--- src/hw/rtl/sdss_pkg.sv ---
`timescale 1ns / 1ps

package sdss_pkg;

  localparam int unsigned NumPositions = 5;
  localparam int unsigned PosWidth     = 3;
  localparam int unsigned SegWidth     = 7;
  localparam int unsigned DigitWidth   = 4;
  localparam int unsigned MagWidth     = 16;

  localparam logic [SegWidth-1:0] SegBlank = 7'h00;
  localparam logic [SegWidth-1:0] SegMinus = 7'h40;

  localparam logic [PosWidth-1:0] PosFirst = 3'd1;
  localparam logic [PosWidth-1:0] PosLast  = 3'd5;

  typedef enum logic [3:0] {
    ST_IDLE  = 4'b0001,
    ST_SIZE  = 4'b0010,
    ST_DIGIT = 4'b0100,
    ST_EMIT  = 4'b1000
  } state_t;

  // gfedcba glyph of one decimal digit
  function automatic logic [SegWidth-1:0] digit_glyph(input logic [DigitWidth-1:0] d);
    logic [SegWidth-1:0] g;
    begin
      unique case (d)
        4'd0:    g = 7'h3F;
        4'd1:    g = 7'h06;
        4'd2:    g = 7'h5B;
        4'd3:    g = 7'h4F;
        4'd4:    g = 7'h66;
        4'd5:    g = 7'h6D;
        4'd6:    g = 7'h7D;
        4'd7:    g = 7'h07;
        4'd8:    g = 7'h7F;
        4'd9:    g = 7'h6F;
        default: g = SegBlank;
      endcase
      return g;
    end
  endfunction

  // weight of a display position, leftmost first
  function automatic logic [MagWidth-1:0] place_value(input logic [PosWidth-1:0] p);
    logic [MagWidth-1:0] w;
    begin
      unique case (p)
        3'd1:    w = 16'd10000;
        3'd2:    w = 16'd1000;
        3'd3:    w = 16'd100;
        3'd4:    w = 16'd10;
        3'd5:    w = 16'd1;
        default: w = 16'd1;
      endcase
      return w;
    end
  endfunction

endpackage

--- src/hw/rtl/signed_decimal_seven_segment_scan.sv ---
`timescale 1ns / 1ps

// Signed decimal scan for a five-digit seven-segment display. Each input beat
// carries one signed 16-bit value; the block answers with five output beats,
// positions 1 (leftmost) to 5 (units), each with its gfedcba pattern, tlast on
// the fifth. The value is right-aligned with blank leading positions and a minus
// just left of the first digit; values needing more than five positions
// (-10000 and below) show a minus in every position. Digits come from one shared
// 16-bit compare/subtract unit that takes off the place value once per cycle.
// s_tready is low until the fifth beat is taken.
module signed_decimal_seven_segment_scan
  import sdss_pkg::*;
(
  input  logic        clk,
  input  logic        rst,
  input  logic        s_tvalid,
  output logic        s_tready,
  input  logic [15:0] s_tdata,   // [15:0] value
  output logic        m_tvalid,
  input  logic        m_tready,
  output logic [15:0] m_tdata,   // [2:0] position, [9:3] segment_pattern, [15:10] zero
  output logic        m_tlast    // last_position
);

  state_t                state;
  logic                  neg;
  logic [MagWidth-1:0]   rem;
  logic [PosWidth-1:0]   pos;
  logic [DigitWidth-1:0] digit;
  logic [PosWidth-1:0]   used;
  logic [SegWidth-1:0]   pattern;

  logic [MagWidth-1:0]   mag_in;
  logic [PosWidth-1:0]   width_dec;
  logic [MagWidth-1:0]   place;
  logic                  take;
  logic [SegWidth-1:0]   pattern_next;

  assign mag_in = s_tdata[15] ? (~s_tdata + 16'd1) : s_tdata;

  always_comb begin
    if (rem >= 16'd10000)     width_dec = 3'd5;
    else if (rem >= 16'd1000) width_dec = 3'd4;
    else if (rem >= 16'd100)  width_dec = 3'd3;
    else if (rem >= 16'd10)   width_dec = 3'd2;
    else                      width_dec = 3'd1;
  end

  assign place = place_value(pos);
  assign take  = (rem >= place);

  // leading positions left of the sign are blank, then the minus and the digits; too-wide values show all minus
  always_comb begin
    if (used > PosLast) begin
      pattern_next = SegMinus;
    end else if (pos <= PosLast - used) begin
      pattern_next = SegBlank;
    end else if (neg && (pos == PosLast - used + PosFirst)) begin
      pattern_next = SegMinus;
    end else begin
      pattern_next = digit_glyph(digit);
    end
  end

  always_ff @(posedge clk) begin
    if (rst) begin
      state <= ST_IDLE;
    end else begin
      unique case (state)
        ST_IDLE: begin
          if (s_tvalid) begin
            state <= ST_SIZE;
          end
        end
        ST_SIZE: begin
          state <= ST_DIGIT;
        end
        ST_DIGIT: begin
          if (!take) begin
            state <= ST_EMIT;
          end
        end
        ST_EMIT: begin
          if (m_tready) begin
            state <= (pos == PosLast) ? ST_IDLE : ST_DIGIT;
          end
        end
        default: state <= ST_IDLE;
      endcase
    end
  end

  always_ff @(posedge clk) begin
    unique case (state)
      ST_IDLE: begin
        neg   <= s_tdata[15];
        rem   <= mag_in;
        pos   <= PosFirst;
        digit <= '0;
      end
      ST_SIZE: begin
        used <= width_dec + {{(PosWidth-1){1'b0}}, neg};
      end
      ST_DIGIT: begin
        if (take) begin
          rem   <= rem - place;
          digit <= digit + 4'd1;
        end else begin
          pattern <= pattern_next;
        end
      end
      ST_EMIT: begin
        if (m_tready) begin
          pos   <= pos + 3'd1;
          digit <= '0;
        end
      end
      default: ;
    endcase
  end

  assign s_tready = (state == ST_IDLE);
  assign m_tvalid = (state == ST_EMIT);
  assign m_tdata  = {6'd0, pattern, pos};
  assign m_tlast  = (pos == PosLast);

`ifndef ASSERT_OFF
  a_no_overlap: assert property (@(posedge clk) disable iff (rst)
    !(s_tready && m_tvalid))
    else $error("input taken while a result is pending");

  a_digit_range: assert property (@(posedge clk) disable iff (rst)
    (state == ST_DIGIT) |-> (digit <= 4'd9))
    else $error("digit count ran past nine");

  a_pos_range: assert property (@(posedge clk) disable iff (rst)
    m_tvalid |-> (pos >= PosFirst && pos <= PosLast))
    else $error("position out of range on output");

  a_first_pos: assert property (@(posedge clk) disable iff (rst)
    (s_tvalid && s_tready) |=> (pos == PosFirst && state == ST_SIZE))
    else $error("item did not start at the first position");
`endif

endmodule

--- config.mk ---
export PLATFORM = sky130hd
export DESIGN_NAME = signed_decimal_seven_segment_scan
export DESIGN_NICKNAME = d
export VERILOG_FILES = /design/src/hw/rtl/sdss_pkg.sv /design/src/hw/rtl/signed_decimal_seven_segment_scan.sv
export SDC_FILE = /design/constraint.sdc
export NUM_CORES = 1
export LEC_CHECK = 0
export ABC_AREA = 1
export BUFFER_PORTS_ARGS = -buffer_cell sky130_fd_sc_hd__buf_2
export CORE_MARGIN = 4
export CORE_UTILIZATION = 37
export CTS_CLUSTER_SIZE = 10
export DETAILED_ROUTE_END_ITERATION = 6
export PLACE_DENSITY = 0.57
export SLEW_MARGIN = 20
export SYNTH_ARGS = -nofsm -noshare
export SYNTH_HDL_FRONTEND = slang
export SYNTH_SLANG_ARGS = --single-unit
--- constraint.sdc ---
create_clock -name clk -period 3.7 [get_ports clk]
set_clock_uncertainty 0.1 [all_clocks]
set_input_delay 0.555 -clock clk [delete_from_list [all_inputs] [get_ports clk]]
set_output_delay 0.555 -clock clk [all_outputs]
set_load 0.01 [all_outputs]
# After elaboration in Yosys (flattened, before gate mapping)
# Memories as Yosys holds them, arrays and structs flattened. A register that Yosys moved wholly into a read port is not among the register bits.
# Index checks and enable logic that the tools add are counted.
# word_totals
regBits	38
rom_bits	112
out_inout_bits	19
input_bits	20
mem_count	1
# mem_list
memory	depth	width	read_ports	rd_clocked_by_memory_dff	wr	line	rtl
(no name shown)	16	7	1	1	0	sdss_pkg.sv:28	unique case (d)
# classes
n_reduce_logical	10
n_lt_le_gt_ge	7
n_addsub	7
eq_ne	14
bitwise	2
mux	21
# ops
op	n
$pmux 14 s4	1
$mux 16	2
$pmux 16 s2	1
$mux 4	6
$add 16x1->16 const B	1
$ge 16x10->1 const B	1
$ge 16x14->1 const B	1
$ge 16x16->1	1
$ge 16x4->1 const B	1
$ge 16x7->1 const B	1
$not 16->16	1
$pmux 4 s4	1
$sub 16x16->16	1
$mux 7	2
$mux 3	4
$pmux 4 s3	1
$add 3x1->3 const B	2
$eq 3x2->1 const B	2
$eq 3x3->1 const B	2
$ne 2x2->1 const B	3
$pmux 3 s2	1
$reduce_and 2->1	3
$reduce_and 3->1	2
$add 4x1->4 const B	1
17 further kinds	19

# Depth between registers and ports, before layout
# Gate-level depths: netlist (run 1).
# depth
depth_word	6
ltp_mapped	24
mapped_depth_nobuf	24

# Least setup slack after synthesis (run 1)
# No wires, ideal clock.
# synth_path
kind	register to register
from	register pos[1]
to	register (tool-made name)
path_buffers	0
period_less_slack_ps	3199
required_ps	3485
t_arrival_ps	2984
path_stages_with_launch	23
setup_slack_ps	501
path_cell_list	edfxtp_1 -> inv_1 -> ha_1 -> nand2_1 -> nand2_1 -> a211oi_1 -> ha_1 -> fa_1 -> inv_1 -> nand3_1 -> nand2_1 -> nand2_1 -> nand3_1 -> nand2_1 -> nand3_4 -> nand2_8 -> nand2_2 -> nand2_2 -> inv_2 -> ha_1 -> nand3b_1 -> nand2_1 -> nand2_1
# synth_rtl
item	line	rtl
start: declaration	signed_decimal_seven_segment_scan.sv:28	logic [PosWidth-1:0] pos;
start signal: assignment	signed_decimal_seven_segment_scan.sv:98	pos <= PosFirst;
start signal: assignment	signed_decimal_seven_segment_scan.sv:114	pos <= pos + 3'd1;

==> flow_metrics.tcl, run 1 <==
set metrics [dict create \
    outcome "finished clean" \
    min_period_ns 3.40 \
    ios 39 \
    endpoint_kind "flip-flop" \
    syn_to_final_growth_pct 11.6 \
    fin_setup_tns_ns 0 \
    core_area_mm2 0.00937 \
    critical_path_class "flip-flop to flip-flop" \
    cp_slowest_cell "edfxtp_1" \
    drt-total-wl_um 7880 \
    fin_crit_sh 0.919 \
    cts_tree "built" \
    clkTransAtPathRegs_ns 0.09 \
    vias 3069 \
    dieWidth_um 107 \
    grt_max_degree 23 \
    fmax_mhz 294 \
    critPathArrivalTime_ns 3.55 \
    crit_buf_inv 3 \
    ys.warnings.count 0 \
    post-place-cells 637 \
    slowest_delay_ns 0.50 \
    busiest_layer "met2" \
    routed_via_density 4.72 \
    antenna_found_initial 0 \
    crit_path_cell_trace "inv_1 > nand2_1 > nand2_1 > a211oi_1 > ha_1 > fa_1 > inv_1 > nand3_1 > nand2_1 > nand2_1 > nand3_1 > nand2_1 > nand3_4 > nand2_8 > nand2_2 > nand2_2 > inv_2 > ha_1 > nand3b_1 > nand2_1 > nand2_1 > nand2_1" \
    rsz0062_at_grt "no" \
    grt_use_met2 0.225 \
    cpMostUsedCell "nand2_1" \
    grt_use_total 0.148 \
    grt.overflow.total 0 \
    syn_inst 480 \
    ys.flop_type "edfxtp_1" \
    h-tree-depth 2 \
    drv_cap 0 \
    yosys.area.top_type "edfxtp_1" \
    whs_ns 0.357 \
    grt_use_met1 0.216 \
    grt_use_met3 0.0217 \
    die_y_um 107 \
    yosys-top-cells-count "117 x nand2_1, 75 x inv_1, 34 x edfxtp_1, 34 x nor2_1, 32 x ha_1" \
    p_leak_nw 1.98 \
    slew-limit-headroom 0.502 \
    place_congestion 0.942 \
    critPathRequiredTime_ns 3.85 \
    syn_avg_cell_area_um2 7.53 \
    synth_edf_count 34 \
    setup_viol 0 \
    grt_pass1_vias 2885 \
    finalNonFillerCells 650 \
    synth_cell_type_count 48 \
    yosysTopAreaCellShare 0.282 \
    dpl.hpwl_um 6440 \
    start_util 0.386 \
    ant_nets 0 \
    synth_area_mm2 0.00361 \
    final_nets 573 \
    p_per_area_mw_per_mm2 857 \
    wire_per_inst_um 12.1 \
    critical-path-top-delay-family "simple AND/OR/NAND/NOR gates" \
    drt_pass1_iterations 4 \
    clk_latency_ns 0.30 \
    row_count 35 \
    drv_slew 0 \
    fin_ws_ns 0.301 \
    cts_root_buffer "clkbuf_8" \
    worst_pin_slew_ns 0.742 \
    clock-sinks 45 \
    dr.first_iter.drc_count 162 \
    drc 0 \
    finalHoldViolCount 0 \
    drive_above_1_share 0.146 \
    hold_class "input pin to flip-flop" \
    synth.most_common_cell "nand2_1" \
    synth.area.top_cells "edfxtp_1 28%, nand2_1 12%, ha_1 11%" \
    cts_buffers 5 \
    portBuffers 32 \
    num_antenna_cells 0 \
    async_flop_share 0 \
    peakVddDrop_mv 0.267 \
    crit_fanout 7 \
    dieArea_mm2 0.0114 \
    cp-start-kind "flip-flop" \
    ys_seq_elements 45 \
    seq_area_frac_synth 0.343 \
    pre_cts_ws_ns 0.230 \
    clockBufferDepth 2 \
    grt_pass1_wl_um 13700 \
]
## final timing paths
check | slack (ns) | to | depth (start not counted) | from
max | 0.30 | flip-flop | 22 | pos[2]$_SDFFCE_PN0P_
min | 0.36 | state[3]$_SDFFE_PP0P_ | 2 | rst
max reg2reg | 0.30 | flip-flop | 22 | pos[2]$_SDFFCE_PN0P_
min reg2reg | 0.43 | pattern[2]$_SDFFCE_PP0P_ | 2 | flip-flop
## metal layers
metal / wire (um) / up-vias
li1: - / 1644
met1: 4060 / 1346
met2: 3300 / 70
met3: 388 / 9
met4: 132 / 0
met5: 0 / -
## cell families after synthesis
| kind of cell | synth area share |
|---|---|
| adders and majority gates | 0.116 |
| AOI/OAI and AO/OA | 0.122 |
| and+or+nand+nor | 0.294 |
| other | 0.00104 |
| xor gates and xnor gates | 0.0170 |
| buffers and inverters | 0.106 |
| DFF | 0.343 |
## layout by cell type (no fill, tap or decap), drive strengths merged
cell type  count
nand4          3
nand3b         5
o22ai          1
inv           82
conb           6
nor3b          1
a211oi         1
clkinv         3
xor2           6
or2            3
clkinvlp       1
buf           39
o21ai         32
nor2          35
o21bai         2
nand3         33
and3           1
nand2        125
a31oi          1
dfxtp         11
nor3          15
a21oi         28
clkbuf         5
o31ai          2
ha            32
edfxtp        34
o2bb2ai        1
o21a           3
o211ai         1
o2111ai        1
nor4           2
fa             1
xnor2          1
o32ai          2
a21o           2
## stage by stage
| stage | power, mW | cell area [um^2] | util |
|---|---|---|---|
| after CTS | 3.47 | 4000 | 0.427 |
| after global routing | 3.89 | 4040 | 0.431 |
| after detailed placement | 3.13 | 3900 | 0.417 |
| after global placement | 3.11 | 3900 | 0.417 |
| final | 3.46 | 4040 | 0.431 |
| after floorplan | 2.60 | 3630 | - |
## where the power goes
part / internal (mW) / leakage [nW] / total [mW] / switching, mW
Clock: 0.137 / 0.0447 / 0.321 / 0.185
Sequential: 0.824 / 0.417 / 0.983 / 0.158
Combinational: 0.756 / 1.52 / 2.15 / 1.40
Total: 1.72 / 1.98 / 3.46 / 1.74
## repair_timing
action,4_1_cts,5_1_grt
setup buffers,0,5
gates resized for setup,0,1
hold buffers,0,0
endpoints found under the setup margin,0,6
## area by class of cell
cell class | count | area, um^2
Timing Repair Buffer | 39 | 213
Fill cell | 990 | 5340
Sequential cell | 45 | 1240
Clock inverter | 3 | 25.0
Clock buffer | 5 | 68.8
Multi-Input combinational cell | 346 | 2010
Tap cell | 129 | 161
Inverter | 83 | 318
Power figures use the tool's default switching activity.
==> run 2: changes to the inputs <==
- CORE_UTILIZATION: 37 -> 30
- PLACE_DENSITY: 0.57 -> 0.48
- RECOVER_POWER: not set -> 25
- clock period: 3.7 -> 4.2 ns (I/O delays scaled with it)
==> flow_metrics.tcl, run 2 (synthesis gave the netlist of run 1 again) <==
set metrics [dict create \
    final_nets 568 \
    clockBufferDepth 2 \
    cts_root_buffer "clkbuf_16" \
    drive_above_1_share 0.107 \
    clk_latency_ns 0.29 \
    power.total_mw 3.12 \
    grt_max_degree 23 \
    cts_resized 0 \
    fmax_mhz 280 \
    clock-sinks 45 \
    cts_buffers 5 \
    vias 3076 \
    dieWidth_um 118 \
    dieArea_mm2 0.0139 \
    ios 39 \
    portBuffers 32 \
    drv_cap 0 \
    drt_pass1_iterations 4 \
    internal_power_mw 1.59 \
    p_sw_mw 1.53 \
    worst_pin_slew_ns 1.11 \
    antenna_found_initial 0 \
    top_layer "met4" \
    final_common_cell "nand2_1" \
    slew-limit-headroom 0.263 \
    fin_setup_tns_ns 0 \
    grt.overflow.total 0 \
    die_y_um 118 \
    core_area_mm2 0.0116 \
    p_sw_frac 0.491 \
    start_util 0.311 \
    pwr-share-seq 0.276 \
    utilization 0.347 \
    critPathArrivalTime_ns 3.71 \
    route.met3.wl_um 208 \
    place_congestion 0.873 \
    fin_crit_sh 0.850 \
    crit_fanout 7 \
    finalHoldViolCount 0 \
    p_leak_nw 1.95 \
    dpl.hpwl_um 6650 \
    layout_common_cells "117 x nand2_1, 76 x inv_1, 34 x nor2_1, 34 x edfxtp_1, 32 x ha_1" \
    critical_path_class "flip-flop to flip-flop" \
    power.clock.fraction 0.131 \
    ant_nets 0 \
    setup_viol 0 \
    critPathRequiredTime_ns 4.34 \
    drv_slew 0 \
    grt_pass1_vias 3022 \
    outcome "finished clean" \
    pwr-share-comb 0.593 \
    drt-total-wl_um 8310 \
    grt_use_total 0.124 \
    wire_per_inst_um 12.6 \
    drc 0 \
    rsz0062_at_grt "no" \
    peakVddDrop_mv 0.193 \
    grt_pass1_wl_um 14400 \
    endpoint_kind "flip-flop" \
    syn_to_final_growth_pct 11.5 \
    hold_class "flip-flop to flip-flop" \
    num_antenna_cells 0 \
    met1_length_um 4380 \
    met2_length_um 3630 \
    h-tree-depth 2 \
    whs_ns 0.429 \
    min_period_ns 3.57 \
    clkTransAtPathRegs_ns 0.07 \
    routed_via_density 4.67 \
    cp-start-kind "flip-flop" \
    cts_tree "built" \
    row_count 39 \
    postCtsHoldBufs 0 \
    dr.first_iter.drc_count 175 \
    cts_setup_buffers 0 \
    p_per_area_mw_per_mm2 775 \
]
==> run 2: area by class of cell <==
cell class	count	area, um^2
multi-input combinational	346	1980
clock inverter	3	25.0
tap	143	179
inverter	83	318
fill	1281	7580
clock buffer	5	125
timing repair buffer	34	158
sequential	45	1240
==> run 2: per-stage QoR <==
stage                     instances  worst slack [ns]  instance area, um^2
after floorplan                 485              1.00                 3630
after global placement          651             0.783                 3920
after detailed placement        651             0.639                 3920
after CTS                       659             0.610                 4070
after global routing            659             0.262                 4030
final                           659             0.629                 4030
==> run 2: worst paths after layout <==
kind                   startpoint                        to  slack, ns  depth (start not counted)
max          pos[1]$_SDFFCE_PN0P_                 flip-flop       0.63                         23
min                     flip-flop  pattern[5]$_SDFFCE_PP0P_       0.43                          2
min reg2reg             flip-flop  pattern[5]$_SDFFCE_PP0P_       0.43                          2
max reg2reg  pos[1]$_SDFFCE_PN0P_                 flip-flop       0.63                         23
==> run 2: power by group through the flow <==
stage	Sequential, mW	Combinational (mW)	Clock, mW
4_1_cts	0.868	1.88	0.422
3_5_place_dp	0.878	1.87	0
3_3_place_gp	0.878	1.87	0
6_report	0.861	1.85	0.409
2_1_floorplan	0.833	1.46	0
5_1_grt	0.888	2.16	0.434
==> run 2: worst max-delay path: stages (launching register included) <==
cell and delay, ns:
edfxtp_1 0.49, inv_1 0.15, ha_1 0.19, nand2_1 0.15, nand2_1 0.14, a211oi_1 0.06, ha_1 0.21, fa_1 0.41
inv_1 0.07, nand3_1 0.06, nand2_1 0.13, nand2_1 0.08, nand3_1 0.09, nand2_1 0.10, nand3_4 0.14, nand2_8 0.10
nand2_2 0.07, nand2_2 0.08, inv_2 0.11, ha_1 0.23, nand3b_1 0.17, nand2_1 0.08, nand2_1 0.05, nand2_1 0.05
==> run 2: per-layer routing <==
layer,up-vias,track usage
li1,1639,-
met1,1391,0.173
met2,41,0.200
met3,5,0.0192
met4,0,0.0300
met5,-,0
==> run 3: changes to the inputs <==
- CORE_UTILIZATION: 30 -> 35
- PLACE_DENSITY: 0.48 -> 0.54
==> flow_metrics.tcl, run 3 (synthesis gave the netlist of run 1 again) <==
set metrics [dict create \
    outcome "finished clean" \
    cts_buffers 5 \
    ant_nets 0 \
    drive_above_1_share 0.104 \
    grt_use_met1 0.195 \
    drc 0 \
    fin_setup_tns_ns 0 \
    p_sw_mw 1.50 \
    critical_path_class "flip-flop to flip-flop" \
    crit_fanout 7 \
    seqCellArea_mm2 0.00124 \
    die_y_um 110 \
    p_sw_frac 0.502 \
    start_util 0.365 \
    final_nets 569 \
    hold_class "flip-flop to flip-flop" \
    final_common_cell "nand2_1" \
    fillers 1080 \
    pwr-share-comb 0.617 \
    core_area_mm2 0.00991 \
    ios 39 \
    cp-startpoint "pos[1]$_SDFFCE_PN0P_" \
    vias 3013 \
    dr.first_iter.drc_count 117 \
    critical-path-top-delay-family "simple AND/OR/NAND/NOR gates" \
    cts_tree "built" \
    postCtsHoldBufs 0 \
    grt_use_met2 0.235 \
    cts_setup_buffers 0 \
    syn_to_final_growth_pct 9.55 \
    cpMostUsedCell "nand2_1" \
    layout_common_cells "117 x nand2_1, 77 x inv_1, 34 x nor2_1, 34 x edfxtp_1, 32 x ha_1" \
    rsz0062_at_grt "no" \
    portBuffers 32 \
    multi_input_area_mm2 0.00198 \
    routed_via_density 4.64 \
    postLayoutCellArea_mm2 0.00396 \
    internal_power_mw 1.49 \
    cp-start-kind "flip-flop" \
    placed_area_mm2 0.00392 \
    slew-limit-headroom 0.541 \
    p_leak_nw 1.94 \
    clk_latency_ns 0.30 \
    grt.overflow.total 0 \
    drt_pass1_iterations 4 \
    clkTransAtPathRegs_ns 0.09 \
    clock-sinks 45 \
    grt_max_degree 22 \
    slowest_delay_ns 0.50 \
    drv_slew 0 \
    utilization 0.400 \
    drv_cap 0 \
    busiest_layer "met2" \
    power.clock.fraction 0.095 \
    finalHoldViolCount 0 \
    grt_pass1_vias 3013 \
    critPathArrivalTime_ns 3.69 \
    grt_use_total 0.144 \
    pwr-share-seq 0.288 \
    antenna_found_initial 0 \
    cp_slowest_cell "edfxtp_1" \
    r2r_start "pos[1]$_SDFFCE_PN0P_" \
    h-tree-depth 2 \
    grt_pass1_wl_um 13800 \
    min_period_ns 3.54 \
    critPathRequiredTime_ns 4.35 \
    peakVddDrop_mv 0.204 \
    grt_use_met3 0.0211 \
    fin_crit_sh 0.843 \
    setup_viol 0 \
    endpoint_kind "flip-flop" \
    worst_pin_slew_ns 0.689 \
    crit_buf_inv 3 \
    wire_per_inst_um 12.2 \
    dieArea_mm2 0.0120 \
    fmax_mhz 282 \
    place_congestion 0.857 \
    p_per_area_mw_per_mm2 754 \
    cts_root_buffer "clkbuf_8" \
    drt-total-wl_um 7910 \
    dpl.hpwl_um 6470 \
    clockBufferDepth 2 \
    num_antenna_cells 0 \
    cts_resized 0 \
    dieWidth_um 110 \
    row_count 36 \
    crit_path_cell_trace "inv_1 > ha_1 > nand2_1 > nand2_1 > a211oi_1 > ha_1 > fa_1 > inv_1 > nand3_1 > nand2_1 > nand2_1 > nand3_1 > nand2_1 > nand3_4 > nand2_8 > nand2_2 > nand2_2 > inv_2 > ha_1 > nand3b_1 > nand2_1 > nand2_1 > nand2_1" \
]
## run 3: worst register-to-register path: stages, from the launching register on
cell	delay, ns
edfxtp_1	0.50
inv_1	0.17
ha_1	0.18
nand2_1	0.13
nand2_1	0.12
a211oi_1	0.05
ha_1	0.21
fa_1	0.40
inv_1	0.07
nand3_1	0.06
nand2_1	0.12
nand2_1	0.08
nand3_1	0.08
nand2_1	0.11
nand3_4	0.15
nand2_8	0.10
nand2_2	0.08
nand2_2	0.09
inv_2	0.12
ha_1	0.23
nand3b_1	0.17
nand2_1	0.07
nand2_1	0.05
nand2_1	0.05
## run 3: final cells by class
cell class                      count  share of cell area
Sequential cell                    45               0.313
Timing Repair Buffer               35              0.0417
Inverter                           83              0.0803
Multi-Input combinational cell    346               0.499
Clock buffer                        5              0.0174
Clock inverter                      3             0.00600
Tap cell                          133              0.0420
## run 3: layer usage
layer / share of wire / vias to the layer above
met2: 0.43 / 52
met4: 0.017 / 0
met1: 0.51 / 1315
met5: 0 / -
met3: 0.035 / 8
li1: - / 1638
## run 3: final timing paths
| check | to | slack [ns] | cells after the start |
|---|---|---|---|
| worst min-delay path | pattern[0]$_SDFFCE_PP0P_ | 0.43 | 2 |
| worst max-delay path | flip-flop | 0.66 | 23 |
| worst min register to register | pattern[0]$_SDFFCE_PP0P_ | 0.43 | 2 |
| worst max register to register | flip-flop | 0.66 | 23 |
## run 3: power by group through the flow
stage	clock [mW]	sequential (mW)	combinational, mW
4_1_cts	0.297	0.865	1.87
2_1_floorplan	0	0.833	1.46
3_5_place_dp	0	0.876	1.86
5_1_grt	0.317	0.881	2.14
3_3_place_gp	0	0.875	1.85
6_report	0.285	0.860	1.84
## run 3: metrics by stage
step | setup slack (ns) | hold WS (ns) | total power, mW | instances
after detailed placement | 0.676 | 0.412 | 2.73 | 642
final | 0.659 | 0.431 | 2.99 | 650
after floorplan | 1.00 | 0.399 | 2.29 | 485
after global placement | 0.780 | 0.409 | 2.73 | 642
after CTS | 0.642 | 0.428 | 3.03 | 650
after global routing | 0.376 | 0.433 | 3.34 | 650
